### src/rtl/pnt_pkg.sv
package pnt_pkg;

	localparam int DSUM_W = 34;

	typedef logic [DSUM_W-1:0] dsum_t;

	localparam dsum_t DSUM_MAX = '1;

endpackage

### src/rtl/pnt_in_if.sv
interface pnt_in_if #(
	parameter int NUMBER_WIDTH = 31
) ();

	logic                    valid;
	logic                    ready;
	logic [NUMBER_WIDTH-1:0] n;

	modport source (output valid, output n, input ready);
	modport sink (input valid, input n, output ready);

endinterface

### src/rtl/pnt_out_if.sv
interface pnt_out_if import pnt_pkg::*; ();

	logic  valid;
	logic  ready;
	dsum_t divisor_sum;
	logic  is_perfect;

	modport source (output valid, output divisor_sum, output is_perfect, input ready);
	modport sink (input valid, input divisor_sum, input is_perfect, output ready);

endinterface

### src/rtl/pnt_div.sv
module pnt_div #(
	parameter int W = 31
) (
	input  logic         clk,
	input  logic         arst_n,
	input  logic         start,
	input  logic [W-1:0] dividend,
	input  logic [W-1:0] divisor,
	output logic         done,
	output logic [W-1:0] quotient,
	output logic [W-1:0] remainder
);

	localparam int CNT_W = $clog2(W + 1);

	logic             busy_q;
	logic             done_q;
	logic [CNT_W-1:0] cnt_q;
	logic [W-1:0]     rem_q;
	logic [W-1:0]     quo_q;
	logic [W:0]       rem_sh;
	logic [W:0]       rem_nx;
	logic             ge;

	assign rem_sh = {rem_q, quo_q[W-1]};
	assign ge     = rem_sh >= {1'b0, divisor};
	assign rem_nx = ge ? rem_sh - {1'b0, divisor} : rem_sh;

	always_ff @(posedge clk or negedge arst_n) begin
		if (!arst_n) begin
			busy_q <= 1'b0;
			done_q <= 1'b0;
			cnt_q  <= '0;
		end else begin
			done_q <= !start && busy_q && (cnt_q == CNT_W'(1));
			if (start) begin
				busy_q <= 1'b1;
				cnt_q  <= CNT_W'(W);
			end else if (busy_q) begin
				cnt_q <= cnt_q - 1'b1;
				if (cnt_q == CNT_W'(1)) begin
					busy_q <= 1'b0;
				end
			end
		end
	end

	always_ff @(posedge clk) begin
		if (start) begin
			rem_q <= '0;
			quo_q <= dividend;
		end else if (busy_q) begin
			rem_q <= rem_nx[W-1:0];
			quo_q <= {quo_q[W-2:0], ge};
		end
	end

	assign done      = done_q;
	assign quotient  = quo_q;
	assign remainder = rem_q;

endmodule

### src/rtl/perfect_number_test_core.sv
// Sequence: n below 2 goes straight to the finish state; otherwise each divisor d up to
// sqrt(n) is tried by the one-bit-per-cycle remainder unit; proper divisors d, n/d are summed.
// Throughput: one word at a time; the next word is taken the cycle after the
// result is registered, while that result may still wait on the output.
// Reset: arst_n clears the sequencer to idle and drops result valid.
module perfect_number_test_core import pnt_pkg::*; #(
	parameter int NUMBER_WIDTH = 31
) (
	input logic        clk,
	input logic        arst_n,
	pnt_in_if.sink     number,
	pnt_out_if.source  result
);

	localparam int W     = NUMBER_WIDTH;
	localparam int SUM_W = NUMBER_WIDTH + 4;
	localparam int EXT_W = (SUM_W > DSUM_W) ? SUM_W : DSUM_W;

	typedef enum logic [2:0] {
		S_IDLE,
		S_DIV,
		S_ADD_D,
		S_ADD_Q,
		S_FIN
	} state_t;

	state_t           state_q;
	logic             start_q;
	logic             out_valid_q;
	dsum_t            out_sum_q;
	logic             out_perf_q;
	logic [W-1:0]     n_q;
	logic [W-1:0]     d_q;
	logic [SUM_W-1:0] sum_q;

	logic             div_done;
	logic [W-1:0]     quo;
	logic [W-1:0]     rem;
	logic [W-1:0]     addend;
	logic [SUM_W-1:0] add_res;
	logic [EXT_W-1:0] sum_ext;
	dsum_t            sum_sat;
	logic             n_small;
	logic             fin_fire;
	logic             start_nx;

	pnt_div #(.W(W)) u_div (
		.clk       (clk),
		.arst_n    (arst_n),
		.start     (start_q),
		.dividend  (n_q),
		.divisor   (d_q),
		.done      (div_done),
		.quotient  (quo),
		.remainder (rem)
	);

	assign addend   = (state_q == S_ADD_D) ? d_q : quo;
	assign add_res  = sum_q + SUM_W'(addend);
	assign sum_ext  = EXT_W'(sum_q);
	assign sum_sat  = (sum_ext > EXT_W'(DSUM_MAX)) ? DSUM_MAX : sum_ext[DSUM_W-1:0];
	assign n_small  = number.n < W'(2);
	assign fin_fire = (state_q == S_FIN) && (!out_valid_q || result.ready);
	assign start_nx = ((state_q == S_IDLE) && number.valid && !n_small) ||
		((state_q == S_DIV) && div_done && (quo >= d_q) && (rem != '0)) ||
		(state_q == S_ADD_Q);

	always_ff @(posedge clk or negedge arst_n) begin
		if (!arst_n) begin
			state_q     <= S_IDLE;
			start_q     <= 1'b0;
			out_valid_q <= 1'b0;
		end else begin
			start_q     <= start_nx;
			out_valid_q <= fin_fire || (out_valid_q && !result.ready);
			unique case (state_q)
				S_IDLE: begin
					if (number.valid) begin
						if (n_small) begin
							state_q <= S_FIN;
						end else begin
							state_q <= S_DIV;
						end
					end
				end
				S_DIV: begin
					if (div_done) begin
						priority if (quo < d_q) begin
							state_q <= S_FIN;
						end else if (rem == '0) begin
							state_q <= S_ADD_D;
						end else begin
							state_q <= S_DIV;
						end
					end
				end
				S_ADD_D: begin
					state_q <= S_ADD_Q;
				end
				S_ADD_Q: begin
					state_q <= S_DIV;
				end
				S_FIN: begin
					if (fin_fire) begin
						state_q <= S_IDLE;
					end
				end
				default: begin
					state_q <= S_IDLE;
				end
			endcase
		end
	end

	always_ff @(posedge clk) begin
		unique case (state_q)
			S_IDLE: begin
				if (number.valid) begin
					n_q   <= number.n;
					d_q   <= W'(1);
					sum_q <= '0;
				end
			end
			S_DIV: begin
				if (div_done && quo >= d_q && rem != '0) begin
					d_q <= d_q + W'(1);
				end
			end
			S_ADD_D: begin
				if (d_q < n_q) begin
					sum_q <= add_res;
				end
			end
			S_ADD_Q: begin
				if (quo != d_q && quo < n_q) begin
					sum_q <= add_res;
				end
				d_q <= d_q + W'(1);
			end
			S_FIN: begin
				if (fin_fire) begin
					out_sum_q  <= sum_sat;
					out_perf_q <= (n_q != '0) && (sum_q == SUM_W'(n_q));
				end
			end
			default: begin
			end
		endcase
	end

	assign number.ready       = (state_q == S_IDLE);
	assign result.valid       = out_valid_q;
	assign result.divisor_sum = out_sum_q;
	assign result.is_perfect  = out_perf_q;

endmodule

### src/flat_wrapper.sv
// flat-port wrapper written by rule: the top's interface ports become plain ports
module perfect_number_test_core_flat import pnt_pkg::*;
#(
	parameter int NUMBER_WIDTH = 31
)
  (clk, arst_n, number_valid, number_n, number_ready, result_valid, result_divisor_sum, result_is_perfect, result_ready);
  pnt_in_if #(.NUMBER_WIDTH(NUMBER_WIDTH)) number_i ();
  pnt_out_if result_i ();
  input logic clk;
  input logic arst_n;
  input wire logic [$bits(number_i.valid)-1:0] number_valid;
  input wire logic [$bits(number_i.n)-1:0] number_n;
  output wire logic [$bits(number_i.ready)-1:0] number_ready;
  output wire logic [$bits(result_i.valid)-1:0] result_valid;
  output wire logic [$bits(result_i.divisor_sum)-1:0] result_divisor_sum;
  output wire logic [$bits(result_i.is_perfect)-1:0] result_is_perfect;
  input wire logic [$bits(result_i.ready)-1:0] result_ready;
  assign number_i.valid = number_valid;
  assign number_i.n = number_n;
  assign number_ready = number_i.ready;
  assign result_valid = result_i.valid;
  assign result_divisor_sum = result_i.divisor_sum;
  assign result_is_perfect = result_i.is_perfect;
  assign result_i.ready = result_ready;
  perfect_number_test_core #(.NUMBER_WIDTH(NUMBER_WIDTH)) u_core (.clk(clk), .arst_n(arst_n), .number(number_i), .result(result_i));
endmodule
### config.mk
export PLATFORM = sky130hd
export DESIGN_NAME = perfect_number_test_core_flat
export DESIGN_NICKNAME = d
export VERILOG_FILES = /design/src/rtl/pnt_pkg.sv /design/src/rtl/pnt_in_if.sv /design/src/rtl/pnt_out_if.sv /design/src/rtl/pnt_div.sv /design/src/rtl/perfect_number_test_core.sv /design/src/flat_wrapper.sv
export SDC_FILE = /design/constraint.sdc
export NUM_CORES = 1
export LEC_CHECK = 0
export BUFFER_PORTS_ARGS = -buffer_cell sky130_fd_sc_hd__buf_2
export CAP_MARGIN = 20
export CORE_UTILIZATION = 35
export CTS_BUF_LIST = sky130_fd_sc_hd__clkbuf_4
export DETAILED_ROUTE_END_ITERATION = 7
export PLACE_DENSITY_LB_ADDON = 0.1
export SLEW_MARGIN = 20
export SYNTH_ARGS = -nofsm -noshare
export SYNTH_HDL_FRONTEND = slang
export SYNTH_HIERARCHICAL = 1
export SYNTH_SLANG_ARGS = --single-unit
export TNS_END_PERCENT = 5
### constraint.sdc
create_clock -name clk -period 13.28 [get_ports clk]
set_input_delay 1.328 -clock clk [delete_from_list [all_inputs] [get_ports clk]]
set_output_delay 1.328 -clock clk [all_outputs]
set_load 0.01 [all_outputs]
==> qor.csv, run 1 <==
stage;metric;value;unit
critical_path;cp_data_required_time;13810;ps
timing;report.final.slew_viol_count;0;
route;vias;11600;
timing;slew_headroom;0.384;
clock_tree;cts_tree;built;
clock_tree;clk_latency;830;ps
critical_path;cp-start-kind;register;
cells_and_area;nets;1804;
grt;grt_usage;0.199;
logic_synthesis;syn_area;14900;µm²
floorplanning;dieWidth;209;µm
route;first_iter_violations;501;
clock_tree;cts_max_path_buffers;3;
clock_tree;hold_buffers;0;
floorplanning;fp.coreArea;42000;µm²
logic_synthesis;yosys_warnings;6;
critical_path;worstSetupPathType;reg2reg;
clock_tree;cts.clk_slew.worst_paths;60;ps
cells_and_area;fillCellCount;4252;
clock_tree;cts-root-buf;clkbuf_4;
logic_synthesis;yosysTopAreaCell;edfxtp_1;
timing;final-setup-viol-count;0;
clock_tree;cts_buffers;60;
logic_synthesis;yosysTopAreaCellShare;0.328;
clock_tree;cts.sinks;206;
placed_design;dp.cells;2087;
route;first_pass_iters;5;
logic_synthesis;syn_area_per_cell;9.82;µm²
logic_synthesis;synth_edf_count;163;
clock_tree;cts_setup_buffers;0;
route;vias_per_cell;5.29;
critical_path;cp-end-kind;register;
floorplanning;io_pins;72;
hold_path;worst_hold_path_type;in2async;
placed_design;hpwl;33100;µm
cells_and_area;syn2layout_area_growth;11.0;%
logic_synthesis;ys_seq_area_frac;0.390;
critical_path;critPathMostFrequentCell;buf_4;
grt;grt_max_degree;63;
cells_and_area;layout-drive-gt1-share;0.181;
timing;hold_viol;0;
grt;grt_pass1_wl;67200;µm
power_and_ir_drop;powerDensity;233;nW/µm²
power_and_ir_drop;ir_drop;0.0790;mV
timing;fmax;0.229;GHz
grt;grt_overflow;0;
power_and_ir_drop;leakagePower;6.91;nW
floorplanning;die_h;209;µm
critical_path;crit_path_max_fanout;34;
floorplanning;initial_core_util;0.355;
clock_tree;htree_levels;2;
critical_path;cp_cell_sequence;nand2b_1 -> buf_4 -> nor2_2 -> buf_4 -> mux2_2 -> fa_1 -> a211oi_2 -> o211ai_2 -> a2111oi_2 -> o31ai_4 -> a21oi_2 -> o21ai_1 -> nand4b_1 -> o211ai_1;
cells_and_area;final-seq-area;5820;µm²
logic_synthesis;ys.flop_type;edfxtp_1;
clock_tree;cts_resized;0;
floorplanning;dieArea;43500;µm²
timing;period_share;0.329;
cells_and_area;multi_input_area;8480;µm²
route;drtAntennaViolNets;0;
run_status;status;finished clean;
route;wl_per_cell;19.6;µm
logic_synthesis;ys_types;80;
timing;min_period;4370;ps
power_and_ir_drop;power;0.00387;W
logic_synthesis;ys_ff_latch;206;
timing;worstMarginPinSlew;923;ps
critical_path;max_stage_delay;580;ps
grt;antenna_found_initial;1;
logic_synthesis;netlist_top_cells_area;edfxtp_1 33%, ha_1 13%, mux2_2 4.5%, dfxtp_1 4.2%, xnor2_1 3.8%;
timing;rsz0062_at_grt;false;
timing;skew;102;ps
timing;setup_tns;0;ps
floorplanning;num_rows;75;
placed_design;finalWeightedCongestion;0.867;
cells_and_area;layout_common_cells;163 x edfxtp_1, 156 x ha_1, 139 x nor2_1;
route;wl;43100;µm
critical_path;worst_path_max_delay_cell;a2111oi_2;
logic_synthesis;synth_nets;1713;
logic_synthesis;syn_inst;1520;
cells_and_area;layout_commonest_cell;edfxtp_1;
logic_synthesis;postSynth.asyncResetShare;0.0583;
route;drc;0;
cells_and_area;fin_cells;2196;
flow_run;maxCapViolations;0;
placed_design;io_buffers;71;
grt;grt_pass1_vias;11800;
critical_path;critPathArrivalTime;4900;ps
through the flow:
step            util  hold WS [ps]  worst slack (ps)  instance area [µm²]
5_1_grt        0.394           366              8630                16600
3_3_place_gp   0.376           498              8980                15800
3_5_place_dp   0.376           505              8890                15800
6_report       0.394           416              8910                16600
2_1_floorplan      -           458              8390                14900
4_1_cts        0.394           322              8880                16500
per-layer routing:
| layer | part of all wire | global-route usage |
|---|---|---|
| met5 | 0 | 0 |
| met1 | 0.49 | 0.271 |
| met2 | 0.45 | 0.321 |
| met4 | 0.029 | 0.0774 |
| met3 | 0.033 | 0.0266 |
synthesized netlist by cell type, types with 43 or more instances:
cell / instances
edfxtp_1: 163
ha_1: 156
nor2_1: 140
inv_1: 107
a21oi_1: 100
nand2_1: 86
xnor2_1: 65
a21o_1: 60
mux2_2: 60
xor2_1: 50
o21ai_0: 43
final cells by class:
class / count / area share
multi-input combinational: 1156 / 0.512
sequential: 206 / 0.351
tap: 539 / 0.0407
clock buffer: 83 / 0.0376
timing repair buffer: 80 / 0.0260
inverter: 107 / 0.0242
clock inverter: 24 / 0.00808
antenna: 1 / 0.000151
sequential cells by signal (all words and copies together), names as in the netlist:
name	cells
u_core/result.valid	1
u_core/n_q	31
u_core/u_div/cnt_q	5
u_core/result.divisor_sum	34
u_core/state_q	3
u_core/start_q	1
u_core/u_div/done	1
u_core/sum_ext	35
u_core/u_div/busy_q	1
u_core/u_div/remainder	31
u_core/result.is_perfect	1
u_core/u_div/quotient	31
u_core/d_q	31
logic make-up after synthesis:
kind of cell,count (synthesis),share of synthesized area
adder cells (fa/ha/maj),158,0.133
flip-flops,206,0.390
multiplexers,74,0.0547
buffers and inverters,158,0.0434
AND/OR/NAND/NOR,465,0.155
XOR/XNOR,115,0.0675
AO/OA/AOI/OAI,344,0.156
worst paths after layout:
kind / start / to / cells after the start / slack, ps
worst max-delay path: u_core/state_q[2]$_DFFE_PN0P_ / u_core/sum_ext[30]$_SDFFCE_PP0P_ / 14 / 8910
worst min-delay path: arst_n / u_core/state_q[1]$_DFFE_PN0P_ / 1 / 420
min in group clk: u_core/u_div/remainder[27]$_SDFFE_PP0P_ / u_core/u_div/remainder[27]$_SDFFE_PP0P_ / 2 / 520
worst min register to register: u_core/u_div/remainder[27]$_SDFFE_PP0P_ / u_core/u_div/remainder[27]$_SDFFE_PP0P_ / 2 / 520
max in group asynchronous: arst_n / u_core/start_q$_DFF_PN0_ / 1 / 12570
worst max register to register: u_core/state_q[2]$_DFFE_PN0P_ / u_core/sum_ext[30]$_SDFFCE_PP0P_ / 14 / 8910
critical path: cells and delay by family (launching register included):
kind                       cells  cell delay [ps]
DFF                            1              470
adders and majority gates      1              470
AOI/OAI and AO/OA              7             1610
and+or+nand+nor                3              420
muxes                          1              430
buffers and inverters          2              680
report_power, final:
group	switching [W]	internal (W)	leakage (nW)	total, W
Sequential	0.000242	0.000930	1.93	0.00117
Clock	0.000299	0.000310	0.449	0.000609
Combinational	0.00118	0.000901	4.53	0.00208
(Power assumes the default switching activity.)
==> inputs of run 2 (changes only) <==
==> constraint.sdc (replaced) <==
create_clock -name clk -period 4.6 [get_ports clk]
set_input_delay 0.46 -clock clk [delete_from_list [all_inputs] [get_ports clk]]
set_output_delay 0.46 -clock clk [all_outputs]
set_load 0.01 [all_outputs]
==> run 2 against run 1 <==
Against the previous run: hold slack got worse by 310 ps; combinational power rose to 2.9 times the previous value; design area rose by 2.3%; power rose to 2.9 times the previous value.
==> qor.csv, run 2 (synthesis results as in run 1) <==
stage;metric;value;unit;change
power_and_ir_drop;leakagePower;7.09;nW;was 6.91 nW
timing;hold_viol;0;;unchanged
timing;slew_headroom;0.347;;was 0.384
cells_and_area;final_core_util;0.403;;was 0.394
timing;skew;26.9;ps;was 102 ps
route;first_iter_violations;497;;was 501
power_and_ir_drop;p_int;0.00624;W;was 0.00214 W
cells_and_area;layout-drive-gt1-share;0.185;;was 0.181
placed_design;io_buffers;71;;unchanged
clock_tree;cts_resized;0;;unchanged
grt;grt_pass1_wl;68900;µm;was 67200 µm
grt;grt_usage;0.205;;was 0.199
hold_path;min_to;u_core/result.valid$_DFF_PN0_;;
clock_tree;cts.sinks;206;;unchanged
route;wl;44100;µm;was 43100 µm
critical_path;cp_data_required_time;5120;ps;was 13810 ps
power_and_ir_drop;switching_power;0.00501;W;was 0.00172 W
critical_path;timing.rr.end;u_core/sum_ext[32]$_SDFFCE_PP0P_;;was u_core/sum_ext[30]$_SDFFCE_PP0P_
critical_path;crit_path_max_fanout;33;;was 34
clock_tree;cts_setup_buffers;0;;unchanged
route;first_pass_iters;5;;unchanged
timing;fmax;0.247;GHz;was 0.229 GHz
floorplanning;initial_core_util;0.355;;unchanged
timing;whs;110;ps;was 416 ps
critical_path;critPathArrivalTime;4570;ps;was 4900 ps
placed_design;hpwl;33800;µm;was 33100 µm
route;vias;11800;;was 11600
cells_and_area;largest_register_ff_count;35;;unchanged
floorplanning;die_h;209;µm;unchanged
grt;grt_overflow;0;;unchanged
clock_tree;cts-root-buf;clkbuf_4;;unchanged
flow_run;maxCapViolations;0;;unchanged
power_and_ir_drop;ir_drop;0.243;mV;was 0.0790 mV
route;vias_per_cell;5.29;;about the same
timing;report.final.slew_viol_count;0;;unchanged
power_and_ir_drop;clockPowerShare;0.158;;about the same
critical_path;worstReg2RegStart;u_core/state_q[2]$_DFFE_PN0P_;;unchanged
timing;final-setup-viol-count;0;;unchanged
cells_and_area;nets;1840;;was 1804
clock_tree;hold_buffers;32;;was 0
critical_path;worstSetupPathType;reg2reg;;unchanged
floorplanning;dieArea;43500;µm²;unchanged
timing;period_share;0.879;;was 0.329
floorplanning;num_rows;75;;unchanged
grt;grt_pass1_vias;12100;;was 11800
grt;antenna_found_initial;2;;was 1
cells_and_area;fillCellCount;4255;;was 4252
hold_path;worst_hold_path_type;in2reg;;was in2async
critical_path;reg2reg_setup_slack;560;ps;was 8910 ps
clock_tree;cts.clk_slew.worst_paths;70;ps;was 60 ps
power_and_ir_drop;p_seq_frac;0.302;;was 0.303
clock_tree;htree_levels;2;;unchanged
timing;min_period;4040;ps;was 4370 ps
power_and_ir_drop;powerDensity;664;nW/µm²;was 233 nW/µm²
clock_tree;cts_tree;built;;unchanged
power_and_ir_drop;netSwitchingFraction;0.445;;was 0.446
clock_tree;cts_buffers;60;;unchanged
floorplanning;dieWidth;209;µm;unchanged
clock_tree;cts_max_path_buffers;3;;unchanged
critical_path;cp-end-kind;register;;unchanged
hold_path;hold-path-cell-count;3;;
route;wl_per_cell;19.8;µm;was 19.6 µm
clock_tree;clk_latency;790;ps;was 830 ps
cells_and_area;layout_commonest_cell;edfxtp_1;;unchanged
hold_path;worst_hold_startpoint;result_ready;;
power_and_ir_drop;power_frac_comb;0.540;;was 0.539
timing;setup_tns;0;ps;unchanged
cells_and_area;layout_common_cells;163 x edfxtp_1, 156 x ha_1, 139 x nor2_1;;unchanged
floorplanning;io_pins;72;;unchanged
timing;worstMarginPinSlew;976;ps;was 923 ps
timing;postLayoutSetupSlackWorst;556;ps;was 8910 ps
cells_and_area;syn2layout_area_growth;13.5;%;was 11.0%
critical_path;cp-start-kind;register;;unchanged
route;drc;0;;unchanged
timing;rsz0062_at_grt;false;;unchanged
grt;grt_max_degree;53;;was 63
run_status;status;finished clean;;unchanged
placed_design;finalWeightedCongestion;0.874;;was 0.867
floorplanning;fp.coreArea;42000;µm²;unchanged
critical_path;r2r_cells;13;;was 14
placed_design;dp_slack;634;ps;was 8890 ps
route;drtAntennaViolNets;0;;unchanged
==> run 2: cell types whose count changed in the layout (fill, tap and decap cells not counted), moves of 2 or more <==
cell and delta:
buf_4 +3, clkbuf_4 +11, clkinv_1 -8, clkinvlp_4 +2, dlygate4sd3_1 +32
==> run 2: layout make-up <==
type	instances	area (µm²)	share of cell area
multi-input combinational	1156	8480	0.501
sequential	206	5820	0.343
timing repair buffer	116	793	0.0468
clock buffer	94	706	0.0416
tap	539	674	0.0398
inverter	107	402	0.0237
clock inverter	15	68.8	0.00406
antenna	1	2.50	0.000148
==> run 2: per-layer routing <==
layer  vias to the layer above  global-route usage  part of all wire
met5                         -                   0           0.00029
met4                         2              0.0820             0.031
met3                        69              0.0263             0.033
met2                       237               0.334              0.46
met1                      5640               0.275              0.48
li1                       5880                   -                 -
==> run 2: how the worst max path moves through the flow <==
| stage | start | slack, ps | cells past startpoint | end |
|---|---|---|---|---|
| finish | u_core/state_q[2]$_DFFE_PN0P_ | 560 | 13 | u_core/sum_ext[32]$_SDFFCE_PP0P_ |
| global route | u_core/state_q[2]$_DFFE_PN0P_ | 360 | 13 | u_core/sum_ext[32]$_SDFFCE_PP0P_ |
| floorplan | u_core/state_q[2]$_DFFE_PN0P_ | 740 | 15 | u_core/sum_ext[22]$_SDFFCE_PP0P_ |
| CTS | u_core/state_q[2]$_DFFE_PN0P_ | 600 | 13 | u_core/sum_ext[32]$_SDFFCE_PP0P_ |
| global placement | u_core/state_q[2]$_DFFE_PN0P_ | 700 | 13 | u_core/sum_ext[32]$_SDFFCE_PP0P_ |
| detailed placement | u_core/state_q[2]$_DFFE_PN0P_ | 630 | 13 | u_core/sum_ext[32]$_SDFFCE_PP0P_ |
==> run 2: critical path, stage by stage (launching register included) <==
cell and delay, ps:
dfrtp_1 470, nand2b_1 220, nor2_2 190, buf_12 240, mux2_2 400, fa_1 460, a211oi_2 260, o211ai_2 160
a211oi_2 400, nor4_2 110, o31ai_1 450, a31oi_1 180, xnor2_1 170, nor2_1 60
==> run 2: power groups by stage <==
stage                     sequential, W  combinational, W  clock (W)
after floorplan                 0.00307           0.00485          0
after global placement          0.00348           0.00596          0
after detailed placement        0.00346           0.00599          0
after CTS                       0.00342           0.00605    0.00186
after global routing            0.00350           0.00679    0.00194
final                           0.00340           0.00608    0.00178
==> run 2: stage by stage <==
stage | power (W) | cells | cell area, µm²
floorplan | 0.00792 | 1520 | 14900
global placement | 0.00943 | 2091 | 15800
detailed placement | 0.00945 | 2091 | 15800
CTS | 0.0113 | 2232 | 16900
global route | 0.0122 | 2234 | 16900
finish | 0.0113 | 2234 | 16900
